--- src/mi3_pkg.sv ---
// ============================================================================
// mi3_pkg
// Shared widths, cofactor index table and pipeline types for the 3x3
// fixed-point matrix inverse.
// ============================================================================
`default_nettype none

package mi3_pkg;

    // Element format and derived widths
    localparam int W     = 32;          // element width
    localparam int F     = 16;          // fraction bits
    localparam int NE    = 9;           // elements per matrix
    localparam int PW    = 2 * W;       // element product width
    localparam int CW    = PW + 1;      // signed cofactor width
    localparam int AW    = PW;          // cofactor magnitude width
    localparam int DW    = 3 * W + 3;   // signed determinant width
    localparam int NW    = 3 * W + 3;   // numerator / divisor / remainder width
    localparam int QB    = W + 1;       // quotient bits produced by the divider
    localparam int SHIFT_W = 6;         // condition shift width
    localparam int SHW   = NW + 63;     // width of shifted determinant compare
    localparam int FS    = 8;           // front-end pipeline stages

    localparam logic [SHIFT_W-1:0] COND_SHIFT_RESET = 6'd40;

    // Saturation limits of the quotient magnitude
    localparam logic [QB-1:0] LIM_POS = {2'b00, {(W-1){1'b1}}};
    localparam logic [QB-1:0] LIM_NEG = {2'b01, {(W-1){1'b0}}};

    // Cofactor k = el[i0]*el[i1] - el[i2]*el[i3], row-major element order
    localparam logic [3:0] COF_IDX [NE][4] = '{
        '{4'd4, 4'd8, 4'd5, 4'd7},
        '{4'd2, 4'd7, 4'd1, 4'd8},
        '{4'd1, 4'd5, 4'd2, 4'd4},
        '{4'd5, 4'd6, 4'd3, 4'd8},
        '{4'd0, 4'd8, 4'd2, 4'd6},
        '{4'd2, 4'd3, 4'd0, 4'd5},
        '{4'd3, 4'd7, 4'd4, 4'd6},
        '{4'd1, 4'd6, 4'd0, 4'd7},
        '{4'd0, 4'd4, 4'd1, 4'd3}
    };

    // One divider lane
    typedef struct packed {
        logic          neg;
        logic          ovf;
        logic [NW-1:0] rem;
        logic [QB-1:0] nlow;
        logic [QB-1:0] quo;
    } lane_t;

    // Per-item control shared by all lanes
    typedef struct packed {
        logic          valid;
        logic          sing;
        logic [NW-1:0] den;
    } div_ctl_t;

    // Finished result
    typedef struct packed {
        logic                  sing;
        logic                  sat;
        logic [NE-1:0][W-1:0]  inv;
    } res_t;

endpackage

`default_nettype wire

--- src/mi3_merge.sv ---
// ============================================================================
// mi3_merge
// Saturate and sign each lane quotient, merge lane flags and apply the
// singular result.
// ============================================================================
`default_nettype none

module mi3_merge
    import mi3_pkg::*;
(
    input  wire logic     clk,
    input  wire logic     rst_n,
    input  wire logic     en,
    input  div_ctl_t      ctl,
    input  lane_t         lane [NE],
    output logic          res_valid,
    output res_t          res
);

    logic  valid_reg;
    res_t  res_reg;
    res_t  res_next;

    // Clip, sign and combine
    always_comb
    begin
        logic [NE-1:0] clip;
        for (int k = 0; k < NE; k++)
        begin
            logic [QB-1:0] lim;
            logic [W-1:0]  mag;
            lim     = lane[k].neg ? LIM_NEG : LIM_POS;
            clip[k] = lane[k].ovf || (lane[k].quo > lim);
            mag     = clip[k] ? lim[W-1:0] : lane[k].quo[W-1:0];
            res_next.inv[k] = ctl.sing ? '0 : (lane[k].neg ? W'(0) - mag : mag);
        end
        res_next.sing = ctl.sing;
        res_next.sat  = !ctl.sing && (|clip);
    end

    always_ff @(posedge clk or negedge rst_n)
    begin
        if (!rst_n)
        begin
            valid_reg <= 1'b0;
        end
        else if (en)
        begin
            valid_reg <= ctl.valid;
        end
    end

    always_ff @(posedge clk)
    begin
        if (en)
        begin
            res_reg <= res_next;
        end
    end

    assign res_valid = valid_reg;
    assign res       = res_reg;

endmodule

`default_nettype wire
--- config.mk ---
export PLATFORM = sky130hd
export DESIGN_NAME = mi3_merge
export DESIGN_NICKNAME = d
export VERILOG_FILES = /design/src/mi3_pkg.sv /design/src/mi3_merge.sv
export SDC_FILE = /design/constraint.sdc
export NUM_CORES = 1
export LEC_CHECK = 0
export BUFFER_PORTS_ARGS = -buffer_cell sky130_fd_sc_hd__buf_2
export CAP_MARGIN = 0
export CELL_PAD_IN_SITES_DETAIL_PLACEMENT = 1
export CELL_PAD_IN_SITES_GLOBAL_PLACEMENT = 1
export CORE_AREA = 2 2 736 738
export CTS_CLUSTER_SIZE = 30
export DETAILED_ROUTE_END_ITERATION = 6
export DIE_AREA = 0 0 738 740
export PLACE_DENSITY_LB_ADDON = 0.1
export SYNTH_ARGS = -nofsm -noshare
export SYNTH_HDL_FRONTEND = slang
export SYNTH_SLANG_ARGS = --single-unit
--- constraint.sdc ---
create_clock -name clk -period 0.85 [get_ports clk]
set_input_delay 0.0425 -clock clk [delete_from_list [all_inputs] [get_ports clk]]
set_output_delay 0.0425 -clock clk [all_outputs]
set_load 0.05 [all_outputs]
==> flow_summary_export.csv <==
group,metric,value,unit
power,p_per_area,1223,nW/um^2
worst_setup_path,endpoint_kind,"register",
layout,fillerInstances,63099,
die,num_io_pins,1898,
layout,largest_register_ffs,290,
sta,worstMarginPinSlew,0.9284,ns
placement,place_congestion,0.6995,
worst_setup_path,critPathKind,"primary input to register",
cts,cts_tree,"built",
yosys,synthesis.nets,4976,
worst_setup_path,critPathTopFamily,"simple AND/OR/NAND/NOR gates",
global_routing,grt_pass1_wl,326600,microns
sta,max_slew_margin,37.90,%
yosys,netlist_area,26390,sq um
layout,finish.utilization,10.90,%
layout,layout.nets,6740,
worst_setup_path,critPathMaxFanout,16,
cts,clock_latency,0.74,ns
outcome,violations,"hold timing, setup timing",
routing,num_vias,32570,
sta,post-route-period-util,501.5,%
worst_setup_path,path_cells,"buf_2 -> buf_12 -> ha_4 -> a21o_1 -> a2111oi_4 -> o41ai_1 -> or3_4 -> a2bb2oi_4 -> nor2_4 -> a21oi_2 -> ha_2 -> or2b_1 -> or4_4 -> or3_4 -> or4_4 -> or3_4 -> or4_4 -> nand3_2 -> a21oi_2 -> a211oi_2",
sta,finalSetupViolations,863,
power,max-vdd-ir-drop,1420,uV
global_routing,antenna_found_initial,44,
worst_setup_path,cp_num_buf_inv,2,
global_routing,gr-total-overflow,0,
layout,final_cell_mix,"898 x buf_4, 481 x buf_2, 290 x edfxtp_1",
worst_setup_path,critical_path.max_stage_delay,0.51,ns
global_routing,grtUsageTotal,8.696,%
placement,portBuffers,610,
sta,period_needed,4.262,ns
sta,setup_tns,-692.10,ns
worst_setup_path,cp_slowest_cell,"or4_4",
worst_hold_path,hold_depth,6,
routing,ant_nets,0,
die,die_area,546100,sq um
placement,dp_hpwl,199700,microns
outcome,outcome,"finished, violations left",
worst_setup_path,worstPathArrival,4.81,ns
die,dieHeight,740,microns
yosys,synth_top_cell_area_share,33.00,%
worst_setup_path,cp_data_required_time,1.40,ns
power,p_leak,21.06,nW
routing,drc,0,
yosys,ys_seq_area_share,33.10,%
cts,cts_sinks,291,
yosys,yosys-top-cells-area,"edfxtp_1 33%, ha_1 14%, a21oi_1 6.4%",
sta,slew_violations,0,
cts,cts_buffers,51,
worst_setup_path,r2r_end,"res_valid",
routing,drt_iter0_markers,1032,
layout,final_common_cell,"buf_4",
sta,layout_setup_ws,-3.412,ns
sta,max_freq,0.2346,GHz
worst_hold_path,hold_end,"res[19]",
power,totalPowerFinal,71.82,mW
routing,viasPerCell,2.691,
sta,holdWs,-0.002281,ns
routing,wl,243300,microns
placement,dp.cells,11693,
layout,fin_area,58710,sq um
yosys,synthArstFlopShare,0.3436,%
global_routing,grt_max_degree,53,
cts,clk_pin_slew,0.07,ns
layout,syn_to_final_growth,122.5,%
yosys,synth_warnings,0,
routing,wl_per_cell,20.10,microns
layout,drive_gt1_share,52.85,%
cts,clockBufferDepth,3,
die,die_w,738,microns
worst_hold_path,hold_path.class,"primary input to register",
worst_setup_path,reg2reg_slack,0.10,ns
worst_setup_path,critPathLaunchType,"primary input",
die,coreArea,538800,sq um
sta,skew,0,ns
worst_setup_path,r2r.worst_path.cells,1,
yosys,synth_ff_type,"edfxtp_1",
placement,place_area,48530,sq um
yosys,ys_types,82,
routing,firstDrtPassIters,6,
worst_hold_path,hold_start,"lane[1355]",
sta,hold_viol,1,
yosys,synthCells,3072,
global_routing,grt_pass1_vias,36093,
cts,htree_levels,2,
yosys,synth-edff-count,290,
sta,rsz0062_at_grt,"true",
job,drv_cap,0,
die,num_rows,270,
yosys,synth.avg_cell_area,8.589,sq um
worst_setup_path,rr_startpoint,"res_valid",
cts,ctsRootBufferMaster,"clkbuf_16",
yosys,ys_seq_elements,291,
layout,fin_cells,12104,
die,initial_core_util,4.897,%
yosys,synth_area_leader_cell,"edfxtp_1",
-- cell usage after synthesis, types with 28 or more instances --
| master | n |
|---|---|
| a211oi_1 | 52 |
| a21o_1 | 50 |
| a21oi_1 | 339 |
| a221oi_1 | 65 |
| clkbuf_1 | 158 |
| edfxtp_1 | 290 |
| ha_1 | 297 |
| inv_1 | 50 |
| mux2_2 | 54 |
| mux2i_1 | 37 |
| nand2_1 | 263 |
| nand2b_1 | 30 |
| nand3_1 | 90 |
| nand4_1 | 61 |
| nor2_1 | 278 |
| nor3_1 | 137 |
| nor4_1 | 54 |
| o21a_1 | 41 |
| o21ai_0 | 279 |
| or2_2 | 34 |
| or3_1 | 62 |
| or4_1 | 28 |
-- final cells by class --
class	count	area, sq um	area share, %
multi-input cells	2555	21960	37.41
repair buffers	1884	16920	28.81
well taps	7208	9019	15.36
flip-flops and latches	291	8733	14.87
clock buffers	62	1339	2.280
clock inverters	33	401.6	0.6841
inverters	53	295.3	0.5029
diodes	18	45.04	0.07672
-- cell families after synthesis --
family | count (synthesis) | synth area share [%]
xor+xnor | 23 | 0.7635
compound gates | 1017 | 23.80
flops | 291 | 33.10
simple gates | 1127 | 21.23
fa+ha+maj | 297 | 14.08
buf+inv | 226 | 3.315
mux | 91 | 3.708
-- power by group --
part           switching [mW]  leakage (nW)  internal [mW]  total [mW]
Combinational            18.2          17.4           12.3        30.6
Sequential               1.13          2.82           17.4        18.6
Clock                    9.11         0.836           13.6        22.7
-- stage by stage --
stage,setup slack (ns),hold slack [ns]
global route,-3.564,-0.001561
finish,-3.412,-0.002281
detailed placement,-4.272,-0.1795
global placement,-4.315,-0.1783
floorplan,-3.827,-0.2531
CTS,-3.347,-0.08233
-- metal layers --
layer / up-vias / routed length (microns) / GRT usage [%]
met5: - / 140 / 0
met2: 539 / 124500 / 15.96
met4: 22 / 3216 / 1.083
met3: 147 / 11490 / 1.859
met1: 16336 / 103900 / 10.56
li1: 15526 / - / -
-- worst max path at each step --
| stage | from | cells past startpoint | end | slack, ns |
|---|---|---|---|---|
| 6_report | lane[1502] | 20 | res[28] | -3.41 |
| 3_3_place_gp | lane[1502] | 20 | res[28] | -4.31 |
| 4_1_cts | lane[1502] | 20 | res[28] | -3.35 |
| 5_1_grt | lane[1502] | 21 | res[28] | -3.56 |
| 2_1_floorplan | lane[1366] | 18 | res[28] | -3.83 |
| 3_5_place_dp | lane[1502] | 20 | res[28] | -4.27 |
-- repair_timing --
action	in CTS	in global routing
setup endpoints to repair	580	863
cloned	25	0
buffers inserted	139	43
pin swaps	304	196
hold buffers	155	2
gates resized for setup	815	175
endpoints found under the hold margin	282	3
Power figures use the tool's default switching activity.
